## src/sv/tmcg_pkg.sv

```systemverilog
// Shared types and constants for the text-mode character generator.
`timescale 1ns / 1ps

package tmcg_pkg;

  localparam int MEM_BYTES       = 65536;
  localparam int ADDR_W          = $clog2(MEM_BYTES);
  localparam int CHARS_PER_ROW   = 80;
  localparam int PIXELS_PER_LINE = 640;
  localparam int X_W             = $clog2(PIXELS_PER_LINE);
  localparam int CELL_PIXELS     = 8;
  localparam int PIX_W           = $clog2(CELL_PIXELS);
  localparam int QUEUE_DEPTH     = 2;
  localparam int QPTR_W          = $clog2(QUEUE_DEPTH);
  localparam int CFG_IDX_W       = 2;
  localparam int CFG_DATA_W      = 32;

  typedef enum logic {
    CMD_WRITE  = 1'b0,
    CMD_RENDER = 1'b1
  } cmd_t;

  typedef enum logic [CFG_IDX_W-1:0] {
    REG_SCREEN_BASE = 2'd0,
    REG_FONT_BASE   = 2'd1,
    REG_FORE_COLOUR = 2'd2,
    REG_BACK_COLOUR = 2'd3
  } reg_idx_t;

  typedef enum logic [1:0] {
    BK_IDLE,
    BK_GLYPH,
    BK_LOAD,
    BK_EMIT
  } back_state_t;

  // Queued item: for a render the address is already the character code address.
  typedef struct packed {
    cmd_t              kind;
    logic [ADDR_W-1:0] addr;
    logic [7:0]        wdata;
    logic [7:0]        line;
    logic [6:0]        column;
  } item_t;

  typedef struct packed {
    logic [15:0] screen_base;
    logic [15:0] font_base;
    logic [31:0] fore_colour;
    logic [31:0] back_colour;
  } cfg_t;

endpackage

```

## src/sv/tmcg_front.sv

```systemverilog
// Front end: accepts items, works out the character code address, queues them.
`timescale 1ns / 1ps

module tmcg_front (
  input  logic                 clk,
  input  logic                 rst_n,
  input  logic                 start,
  output logic                 busy,
  input  logic                 in_command,
  input  logic [15:0]          in_mem_address,
  input  logic [7:0]           in_mem_data,
  input  logic [7:0]           in_scan_line,
  input  logic [6:0]           in_char_column,
  input  tmcg_pkg::cfg_t       cfg,
  input  logic                 pop,
  output logic                 q_valid,
  output tmcg_pkg::item_t      q_head
);

  tmcg_pkg::item_t                       q_r [tmcg_pkg::QUEUE_DEPTH];
  logic [tmcg_pkg::QPTR_W-1:0]           wr_ptr_r, wr_ptr_nxt;
  logic [tmcg_pkg::QPTR_W-1:0]           rd_ptr_r, rd_ptr_nxt;
  logic [tmcg_pkg::QPTR_W:0]             count_r, count_nxt;
  logic                                  push;
  logic                                  do_pop;
  tmcg_pkg::item_t                       entry;
  logic [tmcg_pkg::ADDR_W-1:0]           code_addr;

  // screen_base + (line/8)*CHARS_PER_ROW + column, wrapped to the memory size
  assign code_addr = cfg.screen_base[tmcg_pkg::ADDR_W-1:0]
                   + tmcg_pkg::ADDR_W'(32'(in_scan_line >> 3) * tmcg_pkg::CHARS_PER_ROW)
                   + tmcg_pkg::ADDR_W'(in_char_column);

  always_comb begin
    entry.kind   = tmcg_pkg::cmd_t'(in_command);
    entry.addr   = (entry.kind == tmcg_pkg::CMD_RENDER) ? code_addr
                                                        : in_mem_address[tmcg_pkg::ADDR_W-1:0];
    entry.wdata  = in_mem_data;
    entry.line   = in_scan_line;
    entry.column = in_char_column;
  end

  assign busy    = (count_r == (tmcg_pkg::QPTR_W+1)'(tmcg_pkg::QUEUE_DEPTH));
  assign push    = start && !busy;
  assign q_valid = (count_r != '0);
  assign do_pop  = pop && q_valid;
  assign q_head  = q_r[rd_ptr_r];

  always_comb begin
    wr_ptr_nxt = push   ? wr_ptr_r + 1'b1 : wr_ptr_r;
    rd_ptr_nxt = do_pop ? rd_ptr_r + 1'b1 : rd_ptr_r;
    count_nxt  = count_r;
    if (push && !do_pop) begin
      count_nxt = count_r + 1'b1;
    end else if (do_pop && !push) begin
      count_nxt = count_r - 1'b1;
    end
  end

  always_ff @(posedge clk) begin
    if (!rst_n) begin
      wr_ptr_r <= '0;
      rd_ptr_r <= '0;
      count_r  <= '0;
    end else begin
      wr_ptr_r <= wr_ptr_nxt;
      rd_ptr_r <= rd_ptr_nxt;
      count_r  <= count_nxt;
    end
  end

  always_ff @(posedge clk) begin
    if (push) begin
      q_r[wr_ptr_r] <= entry;
    end
  end

endmodule

```

## config.mk

```make
export PLATFORM = sky130hd
export DESIGN_NAME = tmcg_front
export DESIGN_NICKNAME = d
export VERILOG_FILES = /design/src/sv/tmcg_pkg.sv /design/src/sv/tmcg_front.sv
export SDC_FILE = /design/constraint.sdc
export NUM_CORES = 1
export LEC_CHECK = 0
export BUFFER_PORTS_ARGS = -buffer_cell sky130_fd_sc_hd__buf_2
export CORE_UTILIZATION = 48
export CTS_CLUSTER_SIZE = 14
export DETAILED_ROUTE_END_ITERATION = 6
export PLACE_DENSITY = 0.92
export SYNTH_ARGS = -nofsm -noshare
export SYNTH_HDL_FRONTEND = slang
export SYNTH_SLANG_ARGS = --single-unit
```

## constraint.sdc

```tcl
create_clock -name clk -period 3.71 [get_ports clk]
set_clock_uncertainty 0.1 [all_clocks]
set_input_delay 0.5565 -clock clk [delete_from_list [all_inputs] [get_ports clk]]
set_output_delay 0.5565 -clock clk [all_outputs]
set_load 0.01 [all_outputs]
```

# After elaboration in Yosys (flattened, before gate mapping)
# Memory sizes are Yosys's and may differ from the RTL's. A register that Yosys moved wholly into a read port is not among the register bits.
# Cells that the tools add are included.
# Widths: inputs -> output; s select.
[totals]
regBits = 4
mem_bits_rw = 80
input_bits = 140
out_inout_bits = 42
elab_cells = 28
memories = 1
[mem_list]
columns = ["memory", "depth", "width", "read_ports", "rd_ports_with_merged_regs", "wr", "line_no", "text"]
rows = [
  ["q_r", 2, 40, 1, 1, 1, "tmcg_front.sv:20", "tmcg_pkg::item_t q_r [tmcg_pkg::QUEUE_DEPTH];"],
]
[op_classes]
add_sub_neg = 6
mul = 1
eq_ne = 1
muxes = 7
n_reduce_logical = 9
[op_table]
columns = ["operator", "count"]
rows = [
  ["$add 16x12->16", 1],
  ["$add 16x7->16", 1],
  ["$mux 16", 1],
  ["$mul 5x3->8 const B", 1],
  ["$logic_and 1x1->1", 4],
  ["$mux 1", 4],
  ["$mux 2", 2],
  ["$reduce_bool 2->1", 2],
  ["$logic_not 1->1", 3],
  ["$add 1x1->1 const B", 2],
  ["$add 2x1->2 const B", 1],
  ["$eq 2x2->1 const B", 1],
  ["$sub 2x1->2 const B", 1],
]

# Logic depth before layout (Yosys ltp)
# Gate-level depths: netlist (run 1).
[logic_depth]
ltp_word = 7
mapped_depth = 13
depth_no_buf = 12

# Least setup slack after synthesis (run 1)
# No wires, ideal clock.
[synth_timing]
path_type = "input to register"
start = "input port in_scan_line[4]"
end = "memory q_r[0][37] (netlist bit), data pin"
setup_ps = 270
arrival_ps = 3095
t_required_ps = 3340
setup_slack_ps = 246
stages = 12
n_path_buf = 1
path_cell_list = "ha_1 > ha_1 > fa_1 > xor2_1 > ha_1 > ha_1 > clkbuf_1 > a21o_1 > a31oi_1 > nand2_1 > nor4b_1 > a211oi_1"
[synth_lines]
columns = ["element", "line_no", "text"]
rows = [
  ["start, declared", "tmcg_front.sv:12", "input logic [7:0] in_scan_line,"],
  ["end, declared", "tmcg_front.sv:20", ""],
]

==> results of run 1 <==
final cells by class:
| cell class | instances | area, um2 | area share [%] |
|---|---|---|---|
| flip-flops and latches | 85 | 2504 | 48.39 |
| multi-input cells | 193 | 1745 | 33.74 |
| repair buffers | 110 | 573.1 | 11.08 |
| well taps | 108 | 135.1 | 2.612 |
| clock buffers | 9 | 123.9 | 2.394 |
| clock inverters | 7 | 51.30 | 0.9915 |
| inverters | 11 | 41.29 | 0.7981 |
layer usage:
layer	vias to the layer above	GRT usage (%)	routed length [um]
li1	1367	-	-
met1	1306	22.17	3588
met2	100	31.20	4124
met3	4	4.191	461
met4	0	5.626	76
met5	-	0	0
where the power goes:
part / switching [uW] / leakage (uW) / internal [uW]
Combinational: 503 / 0.00123 / 494
Sequential: 96.1 / 0.000789 / 1230
Clock: 336 / 0.0000856 / 245
logic make-up after synthesis:
logic type,share of synthesized area (%)
adders and majority gates,10.42
muxes,13.05
and+or+nand+nor,5.614
xor gates and xnor gates,2.836
AOI/OAI and AO/OA,8.246
DFF,57.87
buffers and inverters,1.967
critical path, stage by stage:
cell and delay (ns):
buf_2 0.13, ha_1 0.28, ha_1 0.23, fa_1 0.41
xor2_1 0.16, ha_1 0.28, ha_1 0.35, a21o_1 0.20
a31oi_1 0.16, buf_4 0.16, o31a_1 0.11, o311ai_0 0.15
buf_4 0.18
state kept, by name, summed over array words and instances (netlist names), named ones only:
name	count
count_r	2
rd_ptr_r	1
q_r	80
wr_ptr_r	1
path summary, 6_finish.rpt:
check / from / to / cells after the start
worst min-delay path: in_mem_data[1] / q_r[0][16]$_DFFE_PP_ / 1
worst min register to register: count_r[1]$_SDFFE_PN0P_ / count_r[1]$_SDFFE_PN0P_ / 2
worst max register to register: count_r[0]$_SDFFE_PN0P_ / q_r[0][5]$_DFFE_PP_ / 4
worst max-delay path: in_scan_line[6] / q_r[1][33]$_DFFE_PP_ / 13
cell usage in the layout (no fill, tap or decap), types with 2 or more instances in the layout:
cell type / count
mux2i_1: 2
a31oi_1: 2
clkinvlp_4: 2
nand2_1: 16
nand3_1: 3
and3_1: 2
ha_1: 28
clkinv_2: 2
mux2_2: 47
buf_4: 9
a21boi_0: 2
nor2b_1: 2
buf_2: 101
xnor2_1: 9
a21o_1: 6
nor2_1: 8
nand4b_1: 2
edfxtp_1: 80
a21oi_1: 15
clkinv_4: 2
inv_1: 10
o31a_1: 2
xor2_1: 5
o21ai_0: 5
fa_1: 5
and2_1: 5
o311ai_0: 3
dfxtp_1: 4
nor4_1: 2
clkbuf_8: 9
metrics by stage:
| step | total power [uW] | cell area [um2] | util (%) |
|---|---|---|---|
| finish | 2909 | 5174 | 59.33 |
| global placement | 2327 | 4999 | 57.32 |
| global route | 3080 | 5174 | 59.33 |
| floorplan | 1996 | 4324 | - |
| CTS | 2947 | 5174 | 59.33 |
| detailed placement | 2365 | 4999 | 57.32 |
==> summary.md, run 1 <==
| Metric | Value |
|---|---|
| Status | completed |
| Lkg Pwr | about 0.0021 uW |
| Via count | 2777 |
| Largest net degree at the start of global routing | 41 |
| P per Cell Area | 562.2 mW/mm2 |
| Grt total ovfl | 0 |
| CTS tree | yes |
| Antenna violations before repair | 0 |
| Post-Syn Nets | 471 |
| Number of diodes | 0 |
| Num rows | 34 |
| Share of cells above drive strength 1 | roughly 44% |
| Clock sinks | 85 |
| Die W | 96.92 um |
| Clock root buffer | clkbuf_8 |
| Final Setup Violations | 0 |
| Layout filler cell count | between 700 and 800 |
| Top cells by area, synth | edfxtp_1 (56%), mux2_2 (12%), ha_1 (8.1%) |
| Synth top cells by count | edfxtp_1 (80), mux2_2 (47), ha_1 (28) |
| Vias in the first global route | 2807 |
| Cell with the most instances after synthesis | edfxtp_1 |
| Worst hold-check path type | in -> reg |
| Final Worst Setup Slack | about 0.36 ns |
| Mapped Avg Cell Area | 14.51 um2 |
| Vias/cell | 5.310 |
| Slew Limit Fails | 0 |
| Post-synth top flop | edfxtp_1 |
| Cell taking the most area after synthesis | edfxtp_1 |
| Max Cap Violations | 0 |
| Fmax | 298.3 MHz |
| Fin crit share | 90.35% |
| Worst skew pair latency | 0.35 ns |
| I/O Buffers | 101 |
| Final worst path period need | 3.352 ns |
| Max rail drop VDD | 0.3023 mV |
| Routed WL | roughly 8300 um |
| Placer Congestion | 0.8621 |
| Pre-CTS setup slack | 0.02599 ns |
| Dpl cells | 507 |
| Final hold vios | 0 |
| Cts-stage hold buffer count | 0 |
| DRC Markers | 0 |
| Fin nets | 583 |
| Core ar. | 0.008721 mm2 |
| Ys async rst share | 0% |
| Clk slew on worst S/H paths | around 0.09 ns |
| Worst-margin pin slew | slightly below 1 ns |
| Flops & latches, synth | 85 |
| Maximum level of the CTS H-tree | 3 |
| Cell count after synthesis | 298 |
| Arrival @ worst endpoint | 3.36 ns |
| Post-CTS resize count | 0 |
| CTS Buf Count | 9 |
| First-pass GRT wire length | 13100 um |
| Starting Density | 49.58% |
| Slew HR | 34.94% |
| Routed len/inst | 15.77 um |
| Die Area | 0.009393 mm2 |
| Synth cell types | 50 |
| Post-DRT Antenna Nets | 0 |
| R2r setup slk | 1.63 ns |
| Crit path max fanout | 4 |
| Setup crit start kind | input pin |
| Fin Hold WS | slightly below 0.3 ns |
| Yosys warns | 0 |
| Non-Filler Instances | 523 |
| Postcts setup bufs | 0 |
| HPWL after DPL | 5872 um |
| Starting DRT DRC Count | 99 |
| CTS max path bufs | 2 |
| Post-Syn Area | roughly 0.0043 mm2 |
| IO Count | 182 |
| Area share of the largest cell type after synthesis | between 50% and 60% |
| Drt pass-1 iters | 4 |
| WP data required | about 3.7 ns |
| Number of flops mapped to enable cells by yosys | 80 |
| Setup TNS Final | 0 ns |
| RSZ-0062 raised after global routing | no |
| Critical setup path kind | in -> reg |
| Die H | 96.92 um |
| Crit. End Element | register |
| GRT Util Overall | 17.98% |
| P&R area growth vs syn | 19.65% |
| Sequential fraction of the synthesis area | ~58% |
Note: power is estimated with default switching activity, not from simulation.
==> run 2, diff against run 1 <==
Settings changed: PLACE_DENSITY 0.92 to default, PLACE_DENSITY_LB_ADDON from default to 0.2.
==> summary.md, run 2 (same netlist as run 1, synthesis figures left out) <==
| Metric | Value |
|---|---|
| Status | completed |
| Lkg Pwr | 0.002120 uW (+0.98%) |
| Die Area | 0.009393 mm2 (unchanged) |
| P&R area growth vs syn | 20.72% |
| Flop pwr share | 43.5% (-2.2 points) |
| Clock sinks | 85 (unchanged) |
| Maximum level of the CTS H-tree | 3 (unchanged) |
| Switching part of the total | 31.14% (-1.0 points) |
| Max Cap Violations | 0 (unchanged) |
| Setup crit start kind | input pin |
| Layout filler cell count | 714 (-2.1%) |
| Switching pwr | 953.6 uW (+1.9%) |
| Hold_sp | in_mem_data[5] |
| Biggest register | q_r |
| Dpl cells | 507 (unchanged) |
| Worst skew pair latency | 0.35 ns (about the same) |
| Vias in the first global route | 2879 (+2.6%) |
| Starting Density | 49.58% (unchanged) |
| RSZ-0062 raised after global routing | no |
| Largest net degree at the start of global routing | 41 (unchanged) |
| Drt pass-1 iters | 4 (unchanged) |
| Clock root buffer | clkbuf_8 |
| Most common cell after layout, fill and taps aside | buf_2 |
| Share of cells above drive strength 1 | 44.10% (unchanged) |
| GRT Util Overall | 18.92% (+0.94 points) |
| I/O Buffers | 101 (unchanged) |
| Post-CTS resize count | 0 (unchanged) |
| Starting DRT DRC Count | 84 (-15%) |
| Number of diodes | 0 (unchanged) |
| Antenna violations before repair | 0 (unchanged) |
| Worst reg2reg path depth | 4 (unchanged) |
| RR Startpoint | count_r[0]$_SDFFE_PN0P_ |
| Die W | 96.92 um (unchanged) |
| Worst Hold Depth | 1 (unchanged) |
| Non-Filler Instances | 523 (unchanged) |
| Crit path max fanout | 4 (unchanged) |
| Clock power share | 24.2% (+4.2 points) |
| Clk slew on worst S/H paths | 0.09 ns (about the same) |
| Fin Hold WS | 0.2883 ns (-0.005954 ns) |
| Power Total | 3062 uW (+5.3%) |
| Fin crit share | 91.53% (+1.2 points) |
| Fmax | 294.5 MHz (-1.3%) |
| Num rows | 34 (unchanged) |
| R2r setup slk | 1.61 ns (-0.02 ns) |
| CTS max path bufs | 2 (unchanged) |
| DRC Markers | 0 (unchanged) |
| Routed len/inst | 16.12 um (+2.2%) |
| Slew HR | 31.90% (-3.0 points) |
| Arrival @ worst endpoint | 3.41 ns (+0.05 ns) |
| CTS tree | yes |
| Setup TNS Final | 0 ns (unchanged) |
| Routed WL | 8430 um (+2.2%) |
| Final Setup Violations | 0 (unchanged) |
| Reg-to-reg endpoint | q_r[0][1]$_DFFE_PP_ |
| HPWL after DPL | 5838 um (-0.57%) |
| Max rail drop VDD | 0.3468 mV (+15%) |
| Commonest cells after routing, fill and taps aside | buf_2 (101), edfxtp_1 (80), mux2_2 (47), ha_1 (28), nand2_1 (16) |
| Die H | 96.92 um (unchanged) |
| Worst hold-check path type | in -> reg |
| Core ar. | 0.008721 mm2 (unchanged) |
| CTS Buf Count | 9 (unchanged) |
| WP data required | 3.73 ns (+0.02 ns) |
| Critical setup path kind | in -> reg |
| Final hold vios | 0 (unchanged) |
| Postcts setup bufs | 0 (unchanged) |
| Worst Setup SP | in_scan_line[4] |
| Grt total ovfl | 0 (unchanged) |
| Top Registers | q_r x80, count_r x2 |
| Combinational power share | 32.4% (-1.9 points) |
| P_int | 2108 uW (+6.9%) |
| Hold EP | q_r[1][20]$_DFFE_PP_ |
| Cts-stage hold buffer count | 0 (unchanged) |
| Placer Congestion | 0.8266 (-4.1%) |
| Vias/cell | 5.348 (+0.72%) |
| P per Cell Area | 586.6 mW/mm2 (+4.3%) |
| Via count | 2797 (+0.72%) |
| Worst-margin pin slew | 1.021 ns (+0.04560 ns) |
| First-pass GRT wire length | 13790 um (+5.3%) |
| Slew Limit Fails | 0 (unchanged) |
| Crit. End Element | register |
| Final worst path period need | 3.396 ns (+0.04394 ns) |
| Max FFs per register | 80 (unchanged) |
| IO Count | 182 (unchanged) |
| Post-DRT Antenna Nets | 0 (unchanged) |
| Fin nets | 583 (unchanged) |
-- run 2: cell count changes in the layout (fill, tap and decap cells not counted), sizes merged --
cell,delta
bufinv,+2
clkinv,-3
inv,+1
-- run 2: final cells by class --
type	instances	area [um2]	share of cell area [%]
Clock buffer	9	123.9	2.373
Clock inverter	7	97.59	1.870
Inverter	11	41.29	0.7910
Multi-Input combinational cell	193	1745	33.44
Sequential cell	85	2504	47.96
Tap cell	108	135.1	2.589
Timing Repair Buffer	110	573.1	10.98
-- run 2: stage by stage --
stage | setup slack [ns] | cell area [um2] | util [%]
detailed placement | 0.009645 | 4999 | 57.32
CTS | 0.3590 | 5220 | 59.86
global route | 0.1439 | 5220 | 59.86
global placement | 0.01853 | 4999 | 57.32
finish | 0.3143 | 5220 | 59.86
floorplan | 0.2456 | 4324 | -
-- run 2: critical path, stage by stage --
cell	delay, ns
buf_2	0.11
ha_1	0.29
ha_1	0.24
fa_1	0.40
a21oi_1	0.15
nor2b_1	0.06
ha_1	0.27
ha_1	0.35
a21o_1	0.17
a21oi_1	0.23
o221ai_1	0.14
a211oi_1	0.43
-- run 2: worst max path at each step --
| stage | to | slack [ns] | cells past startpoint |
|---|---|---|---|
| after floorplan | q_r[0][37]$_DFFE_PP_ | 0.25 | 12 |
| after global placement | q_r[0][37]$_DFFE_PP_ | 0.02 | 12 |
| after detailed placement | q_r[0][37]$_DFFE_PP_ | 0.01 | 13 |
| after CTS | q_r[0][37]$_DFFE_PP_ | 0.36 | 13 |
| after global routing | q_r[0][37]$_DFFE_PP_ | 0.14 | 13 |
| final | q_r[0][37]$_DFFE_PP_ | 0.31 | 12 |
-- run 2: power groups by stage --
stage          Clock, uW  Sequential [uW]  Combinational, uW
4_1_cts              754             1340               1000
5_1_grt              794             1350               1100
3_5_place_dp           0             1360                997
3_3_place_gp           0             1350                979
2_1_floorplan          0             1290                709
6_report             740             1330                991
-- run 2: routing by layer --
layer / global-route usage (%) / wire [um]
met1: 24.77 / 3880
met5: 0 / 0
met3: 4.191 / 421
met2: 31.47 / 4040
met4: 5.626 / 88
==> run 3, diff against run 2 <==
Settings changed: ABC_AREA from default to 1, CORE_UTILIZATION 48 to 49, SKIP_LAST_GASP from default to 1.
Clock period 3.71 ns to 3.5 ns, I/O delays scaled along.
==> summary.md, run 3 <==
| Metric | Value |
|---|---|
| Cts-stage hold buffer count | 0 (unchanged) |
| Maximum level of the CTS H-tree | 3 (unchanged) |
| Num rows | 34 (unchanged) |
| Clock sinks | 85 (unchanged) |
| Vias/cell | 4.992 (-6.7%) |
| Met2 Usage GRT | 32.50% (+1.0 points) |
| Final Worst Setup Slack | 0.3907 ns (+0.07648 ns) |
| Fmax | 321.6 MHz |
| Share of cells above drive strength 1 | 34.13% (-10 points) |
| Commonest cells after routing, fill and taps aside | buf_2 (101), nand2_1 (98), edfxtp_1 (80), inv_1 (48), mux2_2 (40) |
| Post-DRT Antenna Nets | 0 (unchanged) |
| Routed WL | 8618 um (+2.2%) |
| Die Area | 0.009385 mm2 (about the same) |
| Max stage delay on crit path | 0.41 ns (-0.02 ns) |
| Yosys warns | 0 (unchanged) |
| Final core occ | 60.03% (+0.17 points) |
| Setup TNS Final | 0 ns (unchanged) |
| Final worst path period need | 3.109 ns |
| Max Cap Violations | 0 (unchanged) |
| Synth top cells by count | nand2_1 (98), edfxtp_1 (80), inv_1 (48) |
| IO Count | 182 (unchanged) |
| Starting Density | 50.57% (+0.99 points) |
| WP data required | 3.51 ns (-0.22 ns) |
| Compound-cell area share of the yosys netlist | 2.922% (-5.3 points) |
| Die H | 96.88 um (about the same) |
| DRC Markers | 0 (unchanged) |
| Max FFs per register | 80 (unchanged) |
| Antenna violations before repair | 0 (unchanged) |
| Largest family of logic cells by synthesized area | simple AND/OR/NAND/NOR gates |
| Most Used Layer, Global Route | met2 |
| Cell count after synthesis | 388 (+30%) |
| GRT Util Overall | 19.69% (+0.77 points) |
| Status | completed |
| Vias in the first global route | 3220 (+12%) |
| Cell taking the most area after synthesis | edfxtp_1 |
| Flops & latches, synth | 85 (unchanged) |
| Number of diodes | 0 (unchanged) |
| Routed len/inst | 14.15 um (-12%) |
| CTS tree | yes |
| Met1 GRT Util | 24.99% (+0.22 points) |
| Ys async rst share | 0% (unchanged) |
| Kind of cell adding the most delay to the critical path | adder cells |
| Synth cell types | 25 (-50%) |
| I/O Buffers | 101 (unchanged) |
| Core ar. | 0.008721 mm2 (unchanged) |
| Clk slew on worst S/H paths | 0.10 ns (about the same) |
| Clock root buffer | clkbuf_8 |
| CTS max path bufs | 2 (unchanged) |
| Final hold vios | 0 (unchanged) |
| Number of flops mapped to enable cells by yosys | 80 (unchanged) |
| Worst-path cell chain | buf_2 > ha_1 > ha_1 > fa_1 > nand2_1 > a21boi_0 > ha_1 > ha_1 > nand2_2 > nor2_1 > nand3_1 > nand3_1 > nand2_1 > nand3_1 > nand2_1 |
| Via count | 3040 (+8.7%) |
| Fin crit share | 88.84% |
| Mapped Avg Cell Area | 11.37 um2 (-22%) |
| Final Setup Violations | 0 (unchanged) |
| Largest net degree at the start of global routing | 42 (+2.4%) |
| Top Registers | q_r x80, count_r x2 |
| Pre-CTS setup slack | 0.02198 ns (+0.01233 ns) |
| Postcts setup bufs | 0 (unchanged) |
| Post-CTS resize count | 0 (unchanged) |
| Most common cell after layout, fill and taps aside | buf_2 |
| Grt total ovfl | 0 (unchanged) |
| Biggest register | q_r |
| Crit path max fanout | 5 (+1) |
| Sequential fraction of the synthesis area | 56.74% (-1.1 points) |
| Critical setup path kind | in -> reg |
| Top cells by area, synth | edfxtp_1 (54%), mux2_2 (10%), nand2_1 (8.3%) |
| Drt pass-1 iters | 4 (unchanged) |
| Arrival @ worst endpoint | 3.12 ns (-0.29 ns) |
| Synth Area in Simple Gates | 13.65% (+8.0 points) |
| Max rail drop VDD | 0.2419 mV (-30%) |
| Cell with the most instances after synthesis | nand2_1 |
| Setup crit start kind | input pin |
| Post-synth top flop | edfxtp_1 |
| Fin nets | 669 (+15%) |
| Xor/xnor share of the synthesized area | 1.390% (-1.4 points) |
| Crit path buf inv count | 1 (unchanged) |
| Mux contribution to synthesized area | 10.21% (-2.8 points) |
| Crit. End Element | register |
| HPWL after DPL | 6136 um (+5.1%) |
| RSZ-0062 raised after global routing | no |
| CTS Buf Count | 9 (unchanged) |
| Lkg Pwr | 0.002345 uW (+11%) |
| Area share of the largest cell type after synthesis | 54.47% (-1.1 points) |
| Placer Congestion | 0.8575 (+3.7%) |
| Post-Syn Area | 0.004410 mm2 (+2.0%) |
| Worst hold-check path type | in -> reg |
| P&R area growth vs syn | 18.70% |
| Synth Area in Adders | 10.21% (-0.20 points) |
| Grt met3 use | 4.263% (+0.072 points) |
| Slew HR | 34.05% (+2.2 points) |
| Slew Limit Fails | 0 (unchanged) |
| Worst-margin pin slew | 0.9892 ns (-0.03228 ns) |
| Post-Syn Nets | 561 (+19%) |
| Slowest cell on crit path | fa_1 |
| Die W | 96.88 um (about the same) |
| First-pass GRT wire length | 14450 um (+4.8%) |
| P per Cell Area | 574.6 mW/mm2 (-2.1%) |
| Worst skew pair latency | 0.37 ns (+0.02 ns) |
| CP most frequent cell | ha_1 |
| Starting DRT DRC Count | 109 (+30%) |
[run 3: path summary, 6_finish.rpt]
path | startpoint | endpoint | slack, ns | cells after the start
max | in_scan_line[6] | q_r[0][35]$_DFFE_PP_ | 0.39 | 15
min | in_scan_line[2] | q_r[1][9]$_DFFE_PP_ | 0.24 | 1
max reg2reg | count_r[1]$_SDFFE_PN0P_ | count_r[1]$_SDFFE_PN0P_ | 1.33 | 8
min reg2reg | rd_ptr_r$_SDFFE_PN0P_ | register | 0.39 | 2
[run 3: cells by family after synthesis]
| logic type | Yosys count |
|---|---|
| fa+ha+maj | 33 |
| compound gates | 25 |
| flops | 85 |
| xor+xnor | 7 |
| mux | 40 |
| simple gates | 143 |
| buf+inv | 55 |
[run 3: report_power, final]
part	switching [uW]	total (uW)	internal, uW
Clock	379	645	266
Sequential	87.1	1400	1310
Combinational	537	963	425
Total	1000	3010	2000
[run 3: layout make-up]
type | count | area (um2)
multi-input combinational | 248 | 1708
tap | 108 | 135.1
fill | 761 | 3486
sequential | 85 | 2504
clock buffer | 9 | 123.9
inverter | 48 | 180.2
timing repair buffer | 104 | 528.0
clock inverter | 7 | 56.30
[run 3: routing by layer]
metal / share of wire [%] / wire length (um)
met1: 47 / 4049
met2: 47 / 4062
met3: 4.2 / 362
met4: 1.7 / 144
met5: 0 / 0
[run 3: stage by stage]
step                      cells  area [um2]  total power [uW]  hold WS [ns]
final                       609        5235              3008        0.2408
after floorplan             388        4410              2057        0.3474
after global placement      593        5055              2365        0.3509
after detailed placement    593        5055              2398        0.3721
after CTS                   609        5235              3044        0.2258
after global routing        609        5235              3206        0.2199
[run 3: worst reg2reg max path, stage by stage, from the launching register on]
cell and delay, ns:
dfxtp_1 0.32, inv_1 0.07, o21ai_0 0.57, inv_1 0.16
ha_1 0.36, a21oi_1 0.13, o21ai_0 0.12, o21ai_0 0.18
a21oi_1 0.05
